**config.mk**
```make
export PLATFORM = sky130hd
export DESIGN_NAME = bvs_queue
export DESIGN_NICKNAME = d
export VERILOG_FILES = /design/src/rtl/bvs_pkg.sv /design/src/rtl/bvs_queue.sv
export SDC_FILE = /design/constraint.sdc
export NUM_CORES = 1
export LEC_CHECK = 0
export BUFFER_PORTS_ARGS = -buffer_cell sky130_fd_sc_hd__buf_4
export CAP_MARGIN = 20
export CORE_MARGIN = 2
export CORE_UTILIZATION = 40
export CTS_BUF_LIST = sky130_fd_sc_hd__clkbuf_4 sky130_fd_sc_hd__clkbuf_8
export DETAILED_ROUTE_END_ITERATION = 10
export GPL_TIMING_DRIVEN = 0
export PLACE_DENSITY = 0.66
export SYNTH_ARGS = -nofsm -noshare
export SYNTH_HDL_FRONTEND = slang
export SYNTH_SLANG_ARGS = --single-unit
```
**constraint.sdc**
```tcl
create_clock -name clk_i -period 2.5 [get_ports clk_i]
set_input_delay 0.25 -clock clk_i [delete_from_list [all_inputs] [get_ports clk_i]]
set_output_delay 0.25 -clock clk_i [all_outputs]
set_load 0.01 [all_outputs]
```
**src/rtl/bvs_pkg.sv**
```systemverilog
`timescale 1ns / 1ps
// ----------------------------------------------------------------------------
// Bit vector store package
// Request codes, item and result records, and sequencer states shared by
// the front, queue and back of the bit vector store.
// ----------------------------------------------------------------------------
package bvs_pkg;

  localparam int unsigned IDX_W       = 12;
  localparam int unsigned CNT_W       = 13;
  localparam int unsigned QUEUE_DEPTH = 2;

  localparam logic [CNT_W-1:0] SIZE_RESET = 13'd4096;

  typedef enum logic [1:0] {
    REQ_WRITE = 2'd0,
    REQ_READ  = 2'd1,
    REQ_SCAN  = 2'd2,
    REQ_FILL  = 2'd3
  } req_e;

  typedef enum logic [2:0] {
    ST_SWEEP,
    ST_IDLE,
    ST_EXEC,
    ST_SCAN,
    ST_REPLY
  } back_state_e;

  // Item after classification by the front
  typedef struct packed {
    req_e             req;
    logic [IDX_W-1:0] idx;
    logic             value;
    logic             err;
  } item_t;

  typedef struct packed {
    logic             bit_value;
    logic [CNT_W-1:0] found_index;
    logic [CNT_W-1:0] ones_count;
    logic             is_empty;
    logic             index_error;
  } result_t;

endpackage

```
**src/rtl/bvs_queue.sv**
```systemverilog
`timescale 1ns / 1ps
// ----------------------------------------------------------------------------
// Bit vector store queue
// Short FIFO that decouples the classifying front from the back sequencer.
// ----------------------------------------------------------------------------
module bvs_queue #(
  parameter int unsigned DW = 22
) (
  input  logic          clk_i,
  input  logic          rst_ni,
  input  logic          push_i,
  input  logic [DW-1:0] data_i,
  output logic          full_o,
  input  logic          pop_i,
  output logic [DW-1:0] data_o,
  output logic          empty_o
);

  localparam int unsigned DEPTH = bvs_pkg::QUEUE_DEPTH;
  localparam int unsigned PW    = (DEPTH > 1) ? $clog2(DEPTH) : 1;
  localparam int unsigned CW    = $clog2(DEPTH + 1);

  logic [DW-1:0] slot_q [DEPTH];
  logic [PW-1:0] wr_ptr_q, wr_ptr_d, rd_ptr_q, rd_ptr_d;
  logic [CW-1:0] count_q, count_d;
  logic          do_push, do_pop;

  assign full_o  = count_q == CW'(DEPTH);
  assign empty_o = count_q == '0;
  assign do_push = push_i & ~full_o;
  assign do_pop  = pop_i & ~empty_o;
  assign data_o  = slot_q[rd_ptr_q];

  always_comb begin
    wr_ptr_d = wr_ptr_q;
    rd_ptr_d = rd_ptr_q;
    count_d  = count_q;
    if (do_push) begin
      wr_ptr_d = (wr_ptr_q == PW'(DEPTH - 1)) ? '0 : wr_ptr_q + PW'(1);
    end
    if (do_pop) begin
      rd_ptr_d = (rd_ptr_q == PW'(DEPTH - 1)) ? '0 : rd_ptr_q + PW'(1);
    end
    if (do_push && !do_pop) begin
      count_d = count_q + CW'(1);
    end else if (do_pop && !do_push) begin
      count_d = count_q - CW'(1);
    end
  end

  always_ff @(posedge clk_i or negedge rst_ni) begin
    if (!rst_ni) begin
      wr_ptr_q <= '0;
      rd_ptr_q <= '0;
      count_q  <= '0;
    end else begin
      wr_ptr_q <= wr_ptr_d;
      rd_ptr_q <= rd_ptr_d;
      count_q  <= count_d;
    end
  end

  always_ff @(posedge clk_i) begin
    if (do_push) begin
      slot_q[wr_ptr_q] <= data_i;
    end
  end

endmodule

```
==> results.yml <==
run_status:
  status: "complete, no violations"
setup_path:
  crit_slowest_cell: "nor2_2"
  cp_cell_sequence: "nand2b_1, nand2_1, nor2_2, buf_8"
  reg2reg_slack_ns: 0.77
  slowest_delay_ns: 0.49
  cp_max_fo: 12
  regToRegEndpoint: "slot_q[0][12]"
  crit_type: "register to register"
  crit_path_end_kind: "register"
  reg2regPathDepth: 4
  start_kind: "register"
  critPathArrivalTime_ns: 1.74
  r2r_start: "count_q[0]"
  required_ns: 2.51
finish:
  syn_to_final_growth_pct: 33.80
  final_common_cell: "buf_4"
  drive_above_1_share: 0.5714
  fin_nets: 173
  insertedDiodeCount: 0
  fin_cells: 199
  final_cell_mix: "49 x buf_4, 44 x edfxtp_1, 22 x mux2_2"
floorplan:
  die_area_sq_um: 5020
  core_sq_um: 4324
  io_pins: 50
  row_count: 24
  die_y_um: 70.86
  die_w_um: 70.86
  initial_core_util: 0.4135
drt:
  via_per_inst: 4.658
  first_iter_violations: 32
  drc_errors: 0
  drt-total-wl_um: 2943
  dr.pass1.iters: 3
  ant_nets: 0
  wl_per_cell_um: 14.79
  num_vias: 927
cts:
  insertion_delay_ns: 0.30
  cts_setup_buffers: 0
  clockBufferDepth: 2
  cts_buffers: 5
  cts.sinks: 48
  clkTransAtPathRegs_ns: 0.09
  cts_max_level: 2
  tritoncts: "yes"
  cts_resized: 0
  holdBufCountCts: 1
  clockRootBuffer: "clkbuf_8"
timing:
  rsz0062_at_grt: "no"
  hold_viol_final: 0
  setup_tns_ns: 0
  min_period_over_period: 0.6909
  setup_viol: 0
  setup_ws_ns: 0.7727
  worstMarginPinSlew_ns: 0.5992
  fin_skew_ns: 0.008031
  maxSlewViolCount: 0
  maxSlewHeadroom: 0.6001
  hold_slack_ns: 0.1309
  min_period_ns: 1.727
  maxClockFrequency_ghz: 0.5789
worst_hold_path:
  hold_path_startpoint: "data_i[6]"
  hold_path_depth: 1
  whs_endpoint: "slot_q[1][6]"
  holdCritPathClass: "input port to register"
place:
  gp_congestion: 0.6712
  dp_hpwl_um: 2089
  dp_cells: 189
  post-place-ws_ns: 0.5953
  port_buffers: 49
pwr:
  vdd_drop_max_v: 0.0005821
  p_leak_nw: 0.9278
  power.density_nw_per_um2: 1126
grt:
  grt_usage: 0.1292
  grt_pass1_vias: 1001
  grt_pass1_wl_um: 4712
  overflow: 0
  grt_start_max_net_pins: 23
  antenna_found_initial: 0
synth:
  yosysUniqueCellTypes: 13
  ys_ff_latch: 48
  ys_seq_area_frac: 0.7950
  syn-num-nets: 114
  syn_area_sq_um: 1788
  syn_avg_cell_area_sq_um: 20.55
  syn_inst: 87
  ys_warn_count: 0
flow_run:
  drv_cap: 0
==> kinds of logic after synthesis <==
logic type / Yosys count / synth area share
AND/OR/NAND/NOR: 6 / 0.01540
AO/OA/AOI/OAI: 1 / 0.002796
adder cells (fa/ha/maj): 1 / 0.006997
multiplexers: 22 / 0.1386
XOR/XNOR: 5 / 0.02450
buffers and inverters: 4 / 0.01680
flip-flops: 48 / 0.7950
==> per-stage QoR <==
stage	instance area, sq um	util	power [W]
global placement	2221	0.5136	0.002095
CTS	2365	0.5469	0.002707
finish	2392	0.5532	0.002693
floorplan	1788	-	0.001722
global route	2392	0.5532	0.002844
detailed placement	2238	0.5177	0.002147
==> worst max-delay path by stage <==
| stage | start | endpoint | slack (ns) |
|---|---|---|---|
| detailed placement | count_q[0] | slot_q[1][6] | 0.60 |
| global route | count_q[0] | slot_q[0][10] | 0.62 |
| CTS | count_q[0] | slot_q[1][12] | 0.59 |
| global placement | count_q[0] | slot_q[0][9] | 0.002 |
| floorplan | count_q[0] | slot_q[0][0] | 0.51 |
| finish | count_q[0] | slot_q[0][12] | 0.77 |
==> worst max-delay path: cells and delay by family, from the launching register on <==
family        cells  cell delay (ns)
simple gates      3             0.78
flops             1             0.43
buf+inv           1             0.23
==> layout make-up <==
type                       instances  area [sq um]
clock buffer                       5         68.82
timing repair buffer              52         420.4
multi-input combinational         35         339.1
sequential                        48          1421
clock inverter                     3         47.55
tap                               52         65.06
fill                             352          1932
inverter                           2         7.507
buffer                             2         22.52
==> cells in the mapped netlist <==
library cell / number / area [sq um]
nor2_1: 3 / 11.26
dfrtp_1: 4 / 100.1
o21ai_1: 1 / 5.000
ha_1: 1 / 12.51
xnor2_1: 3 / 26.28
nand2b_1: 1 / 6.260
buf_6: 2 / 22.52
xor2_1: 2 / 17.52
and3_1: 1 / 6.260
edfxtp_1: 44 / 1321
nand2_1: 1 / 3.750
inv_1: 2 / 7.510
mux2_2: 22 / 247.7
==> power by group <==
group | leakage (nW) | total, W | internal, W | switching, W
clock | 0.0583 | 0.000554 | 0.000301 | 0.000253
sequential | 0.455 | 0.00118 | 0.00110 | 0.0000786
combinational | 0.414 | 0.000957 | 0.000532 | 0.000425
total | 0.928 | 0.00269 | 0.00194 | 0.000756
==> sequential cells by signal, indices dropped and copies added, names as in the netlist <==
signal and flops:
rd_ptr_q 1, wr_ptr_q 1, slot_q 44, count_q 2
==> routing by layer <==
layer  GRT usage  vias to the layer above  part of all wire
li1            -                      450                 -
met1      0.1374                      438              0.37
met2      0.2274                       32              0.55
met3     0.05413                        7             0.068
met4     0.05031                        0             0.017
met5           0                        -                 0
No activity file was read; power rests on OpenSTA's default activity.
