File: src/rtl/bvs_pkg.sv
`timescale 1ns / 1ps
// ----------------------------------------------------------------------------
// Bit vector store package
// Request codes, item and result records, and sequencer states shared by
// the front, queue and back of the bit vector store.
// ----------------------------------------------------------------------------
package bvs_pkg;

  localparam int unsigned IDX_W       = 12;
  localparam int unsigned CNT_W       = 13;
  localparam int unsigned QUEUE_DEPTH = 2;

  localparam logic [CNT_W-1:0] SIZE_RESET = 13'd4096;

  typedef enum logic [1:0] {
    REQ_WRITE = 2'd0,
    REQ_READ  = 2'd1,
    REQ_SCAN  = 2'd2,
    REQ_FILL  = 2'd3
  } req_e;

  typedef enum logic [2:0] {
    ST_SWEEP,
    ST_IDLE,
    ST_EXEC,
    ST_SCAN,
    ST_REPLY
  } back_state_e;

  // Item after classification by the front
  typedef struct packed {
    req_e             req;
    logic [IDX_W-1:0] idx;
    logic             value;
    logic             err;
  } item_t;

  typedef struct packed {
    logic             bit_value;
    logic [CNT_W-1:0] found_index;
    logic [CNT_W-1:0] ones_count;
    logic             is_empty;
    logic             index_error;
  } result_t;

endpackage

File: src/rtl/bvs_front.sv
`timescale 1ns / 1ps
// ----------------------------------------------------------------------------
// Bit vector store front
// Classifies an incoming item: range check against the active length and
// word index of the addressed bit by reciprocal multiplication.
// ----------------------------------------------------------------------------
module bvs_front #(
  parameter int unsigned WORD_BITS = 64,
  parameter int unsigned WW        = 6
) (
  input  logic [1:0]                  req_type_i,
  input  logic [bvs_pkg::IDX_W-1:0]   index_i,
  input  logic                        value_i,
  input  logic [bvs_pkg::CNT_W-1:0]   len_i,
  output bvs_pkg::item_t              item_o,
  output logic [WW-1:0]               word_o
);

  // Exact quotient for any 12-bit index: K = index bits + log2 of divisor
  localparam int unsigned LW    = $clog2(WORD_BITS);
  localparam int unsigned K     = bvs_pkg::IDX_W + LW;
  localparam int unsigned RECIP = ((1 << K) + WORD_BITS - 1) / WORD_BITS;
  localparam int unsigned PW    = bvs_pkg::IDX_W + K + 1;

  logic [PW-1:0] prod;
  logic          idx_past_end;
  bvs_pkg::req_e req;

  assign req          = bvs_pkg::req_e'(req_type_i);
  assign prod         = PW'(index_i) * PW'(RECIP);
  assign word_o       = WW'(prod >> K);
  assign idx_past_end = {1'b0, index_i} >= len_i;

  always_comb begin
    item_o.req   = req;
    item_o.idx   = index_i;
    item_o.value = value_i;
    // fill ignores the index
    item_o.err   = (req != bvs_pkg::REQ_FILL) && idx_past_end;
  end

endmodule

File: config.mk
export PLATFORM = sky130hd
export DESIGN_NAME = bvs_front
export DESIGN_NICKNAME = d
export VERILOG_FILES = /design/src/rtl/bvs_pkg.sv /design/src/rtl/bvs_front.sv
export SDC_FILE = /design/constraint.sdc
export NUM_CORES = 1
export LEC_CHECK = 0
export BUFFER_PORTS_ARGS = -buffer_cell sky130_fd_sc_hd__buf_2
export CAP_MARGIN = 40
export CORE_UTILIZATION = 33
export DETAILED_ROUTE_END_ITERATION = 8
export GPL_TIMING_DRIVEN = 0
export PLACE_DENSITY = 0.82
export SLEW_MARGIN = 10
export SYNTH_ARGS = -nofsm -noshare
export SYNTH_HDL_FRONTEND = slang
export SYNTH_SLANG_ARGS = --single-unit
export TNS_END_PERCENT = 50
File: constraint.sdc
create_clock -name vclk -period 1
set_input_delay 0.1 -clock vclk [all_inputs]
set_output_delay 0.1 -clock vclk [all_outputs]
set_load 0.03 [all_outputs]
==> results.md, run 1 <==
* Cells after DPL: 129
* count of final hold-check violations: 0
* largest fanout of any net on the critical path: 2
* DRT Pass-1 Iters: 2
* relative area change from synthesis to final layout: 109%
* violations in the final reports: setup timing
* WL met2: 770 um
* clk_buf instances: 0
* Initial Util: 35.6%
* final worst path period share: 123%
* area of all placed cells without fillers: 980 um2
* die boundary height: 39.7 um
* Antenna Violating Nets Remaining: 0
* die extent in x: 39.7 um
* net count reported at finish: 157
* DIE AREA: 0.00158 mm2
* Post-Layout Cell Count: 130
* Yosys Warn Count: 0
* highest routing layer actually used: met3
* DRC marker count from the first detailed-route iteration: 1
* Row Count: 13
* Max-Cap Viols: 0
* Peak Freq: 814 MHz
* remaining routing DRC violations: 0
* count of input and output buffers: 49
* number of vias per cell: 4.38
* mean post-synth cell area: 7.22 um2
* worst endpoint required time: 0.90 ns
* per-cell routed wire length: 10.1 um
* Core ar.: 0.00132 mm2
* post-synthesis sequential area ratio: 0%
* outcome: finished with violations
* HPWL after detailed placement: 969 um
* RSZ-0062 raised after global routing: true
* number of global-route vias before repair: 465
* GR Util All Layers: 15.1%
* sequential cell area: 0 um2
* Worst VDD drop: 0.000313 V
* startpoint type of the worst setup path: primary input
* worst slew pin tran: 0.212 ns
* final critical-path required period: 1.23 ns
* most frequent cell after synthesis: buf_4
* Antenna Cells: 0
* first-pass GRT wire length: 1.68 mm
* drt total wl: 1.31 mm
* Slew headroom: 85.8%
* min setup slack post-route: -0.229 ns
* met3 WL: 107 um
* number of antenna violations at the first check in global routing: 0
* Final GP Congestion: 0.613
* top cells by area in the synthesized netlist: buf_4, ha_1, inv_1
* largest net degree at the start of global routing: 4
* synth cell count leaders: buf_4, inv_1, ha_1
* number of top-level pins: 50
* global route total overflow: 0
* total negative slack: -0.229 ns
* number of flip-flops and latches: 0
* via count: 569
* summed instance area of the synthesized netlist: 469 um2
* WL met1: 431 um
* cell leakage power: 0.530 nW
* type of destination of the critical path: output port
* Cells after Synth: 65
* # setup viols final: 1
* Area after DPL: 796 um2
* area leader, netlist: buf_4
* worst min-delay path class: primary input to output port
* fraction of final layout cells with drive strength greater than 1: 84.3%
* kind of critical path: primary input to output port
* library cells used by synthesis: 14
* top-area cell type share of the netlist area: 33.6%
* Pwr per Cell Area: 524 mW/mm2
* fin. max-slew vios: 0
* Arrival @ worst endpoint: 1.13 ns
* net count of the mapped netlist: 105
[layout make-up]
type | instances | area [um2]
buffer | 21 | 158
fill | 102 | 338
inverter | 13 | 53.8
multi-input combinational | 31 | 432
tap | 15 | 18.8
timing repair buffer | 50 | 318
[worst max-delay path, stage by stage]
cell       delay [ns]
buf_6            0.10
inv_4            0.05
ha_4             0.20
a21o_1           0.17
a21oi_2          0.15
a2bb2oi_2        0.16
nand2_2          0.06
buf_6            0.14
[through the flow]
stage | worst slack (ns) | hold slack [ns] | utilization, % | power [mW]
floorplan | -0.0461 | 0.332 | - | 0.273
global placement | -0.316 | 0.452 | 60.4 | 0.391
detailed placement | -0.319 | 0.453 | 60.4 | 0.401
CTS | -0.207 | 0.453 | 69.9 | 0.464
global route | -0.262 | 0.454 | 74.4 | 0.556
finish | -0.229 | 0.452 | 74.4 | 0.514
[cell families (layout without fill, tap and decap cells)]
logic type	Yosys count	count (layout)	synth area share (%)
compound gates	11	11	14.7
fa+ha+maj	12	12	32.0
buf+inv	34	84	44.0
simple gates	8	8	9.33
[final timing paths]
check                 start   endpoint  slack, ns  cells after the start
hold / removal      value_i  item_o[1]       0.45                      2
setup / recovery  len_i[10]  item_o[0]      -0.23                      8
[timing repair]
action,4_1_cts,5_1_grt
hold endpoints to repair,0,0
pin swaps,11,10
setup buffers,0,1
endpoints found under the setup margin,1,1
gates resized for setup,23,12
hold buffers,0,0
[cells in the final DEF (no fill, tap or decap), drive strengths merged]
cell	Yosys	final
o31ai	1	1
a21oi	5	5
nand3	2	2
nand4	1	1
a21boi	1	1
nor2	1	1
nor4	1	1
a2bb2oi	1	1
a21o	2	2
buf	21	71
o21ai	1	1
inv	13	13
ha	12	12
nand2	3	3
[metal layers]
layer | track usage, % | up-vias
met2 | 37.7 | 31
li1 | - | 293
met1 | 12.5 | 245
met3 | 0 | 0
met5 | 0 | -
met4 | 0 | 0
[where the power goes]
group          switching [mW]  internal (mW)
registers                   0              0
logic                   0.257          0.257
clock network               0              0
total                   0.257          0.257
No activity file was read; power rests on OpenSTA's default activity.
==> run 2: changes to the inputs <==
PLACE_DENSITY = 0.83   (was 0.82)
==> results.md, run 2 (synthesis results as in run 1) <==
* number of antenna violations at the first check in global routing: 0, unchanged
* remaining routing DRC violations: 0, unchanged
* minimum setup slack after placement: -0.324 ns, was -0.319 ns
* net count reported at finish: 156, was 157
* die boundary height: 39.7 um, unchanged
* min setup slack post-route: -0.230 ns, was -0.229 ns
* kind of critical path: primary input to output port, unchanged
* Initial Util: 35.6%, unchanged
* HPWL after detailed placement: 969 um, about the same
* Slew headroom: 85.2%, was 85.8%
* Antenna Violating Nets Remaining: 0, unchanged
* largest fanout of any net on the critical path: 3, was 2
* Peak Freq: 813 MHz, was 814 MHz
* die extent in x: 39.7 um, unchanged
* number of top-level pins: 50, unchanged
* Min-Delay Path Depth: 2, unchanged
* via count: 567, was 569
* worst slew pin tran: 0.219 ns, was 0.212 ns
* drt total wl: 1.18 mm, was 1.31 mm
* largest net degree at the start of global routing: 4, unchanged
* type of destination of the critical path: output port, unchanged
* Area after DPL: 796 um2, unchanged
* violations in the final reports: setup timing, unchanged
* startpoint type of the worst setup path: primary input, unchanged
* global route total overflow: 0, unchanged
* Endpoint, Worst Hold: item_o[1], unchanged
* sequential cell area: 0 um2, unchanged
* Final GP Congestion: 0.640, was 0.613
* final critical-path required period: 1.23 ns, about the same
* outcome: finished with violations, unchanged
* Arrival @ worst endpoint: 1.13 ns, about the same
* worst hold margin: 0.452 ns, about the same
* number of flip-flops and latches: 0, unchanged
* worst min-delay path class: primary input to output port, unchanged
* GR Util All Layers: 15.7%, was 15.1%
* area of all placed cells without fillers: 963 um2, was 980 um2
* cell leakage power: 0.523 nW, was 0.530 nW
* Post-Layout Cell Count: 129, was 130
* DIE AREA: 0.00158 mm2, unchanged
* delay of the slowest cell on the worst path: 0.29 ns, was 0.20 ns
* leading cell type in the layout, fill and taps excluded: buf_2, unchanged
* commonest cells after routing, fill and taps aside: buf_2, buf_4, ha_4, buf_6, inv_1, was buf_2, buf_4, ha_4
* Core ar.: 0.00132 mm2, unchanged
* Worst VDD drop: 0.000307 V, was 0.000313 V
* sum of internal, switching and leakage power: 0.497 mW, was 0.514 mW
* DRC marker count from the first detailed-route iteration: 1, unchanged
* Cells after DPL: 129, unchanged
* hold path startpoint: value_i, unchanged
* fin. max-slew vios: 0, unchanged
* Row Count: 13, unchanged
* number of global-route vias before repair: 502, was 465
* relative area change from synthesis to final layout: 105%, was 109%
* Max-Cap Viols: 0, unchanged
* buffer count from post-CTS setup fixing: 0, unchanged
* per-cell routed wire length: 9.12 um, was 10.1 um
* worst endpoint required time: 0.90 ns, about the same
* DRT Pass-1 Iters: 2, unchanged
* Antenna Cells: 0, unchanged
* cell with the largest stage delay on the worst path: ha_4, unchanged
* final worst path period share: 123%, about the same
* RSZ-0062 raised after global routing: true, unchanged
* cell-by-cell listing of the critical path: buf_2, ha_4, nand3_4, nor4_4, o31ai_2, nand2_2, buf_6, was buf_6, inv_4, ha_4, a21o_1, a21oi_2, a2bb2oi_2, nand2_2, buf_6
* count of final hold-check violations: 0, unchanged
* fraction of final layout cells with drive strength greater than 1: 83.3%, was 84.3%
* clk_buf instances: 0, unchanged
* filler instances: 103, was 102
* count of input and output buffers: 49, unchanged
* # setup viols final: 1, unchanged
* Pwr per Cell Area: 516 mW/mm2, was 524 mW/mm2
* number of vias per cell: 4.40, was 4.38
* first-pass GRT wire length: 1.75 mm, was 1.68 mm
run 2: critical path, delay by kind of cell:
| family | cells | cell delay, ns |
|---|---|---|
| AND/OR/NAND/NOR | 3 | 0.38 |
| buffers and inverters | 2 | 0.25 |
| adder cells (fa/ha/maj) | 1 | 0.29 |
| AO/OA/AOI/OAI | 1 | 0.11 |
run 2: repair_timing:
item / in CTS / in global routing
pin swaps: 12 / 6
endpoints found under the setup margin: 1 / 1
gates cloned: 0 / 0
resized for setup: 26 / 5
hold buffers: 0 / 0
run 2: routing by layer:
metal	global-route usage (%)	wire [um]	up-vias
met5	0	0	-
met4	0	0	0
met3	0	97	0
met2	38.9	699	32
met1	13.2	380	242
li1	-	-	293
run 2: where the power goes:
part / total [mW] / switching [mW] / internal [mW]
Clock: 0 / 0 / 0
Sequential: 0 / 0 / 0
Combinational: 0.497 / 0.252 / 0.246
run 2: metrics by stage:
step	setup TNS, ns	utilization (%)
2_1_floorplan	-0.0461	-
3_3_place_gp	-0.312	60.4
4_1_cts	-0.203	70.4
3_5_place_dp	-0.324	60.4
5_1_grt	-0.274	73.1
6_report	-0.230	73.1
run 2: worst max-delay path by stage:
stage,cells after the start,slack [ns],endpoint,from
after floorplan,6,-0.05,item_o[0],len_i[3]
after global placement,8,-0.31,item_o[0],len_i[10]
after detailed placement,8,-0.32,item_o[0],len_i[10]
after CTS,8,-0.20,item_o[0],len_i[3]
after global routing,7,-0.27,item_o[0],index_i[11]
final,7,-0.23,item_o[0],index_i[11]
run 2: area by class of cell:
class	count	area (um2)	area share, %
multi-input combinational	31	432	44.8
timing repair buffer	49	302	31.3
buffer	21	158	16.4
inverter	13	53.8	5.58
tap	15	18.8	1.95
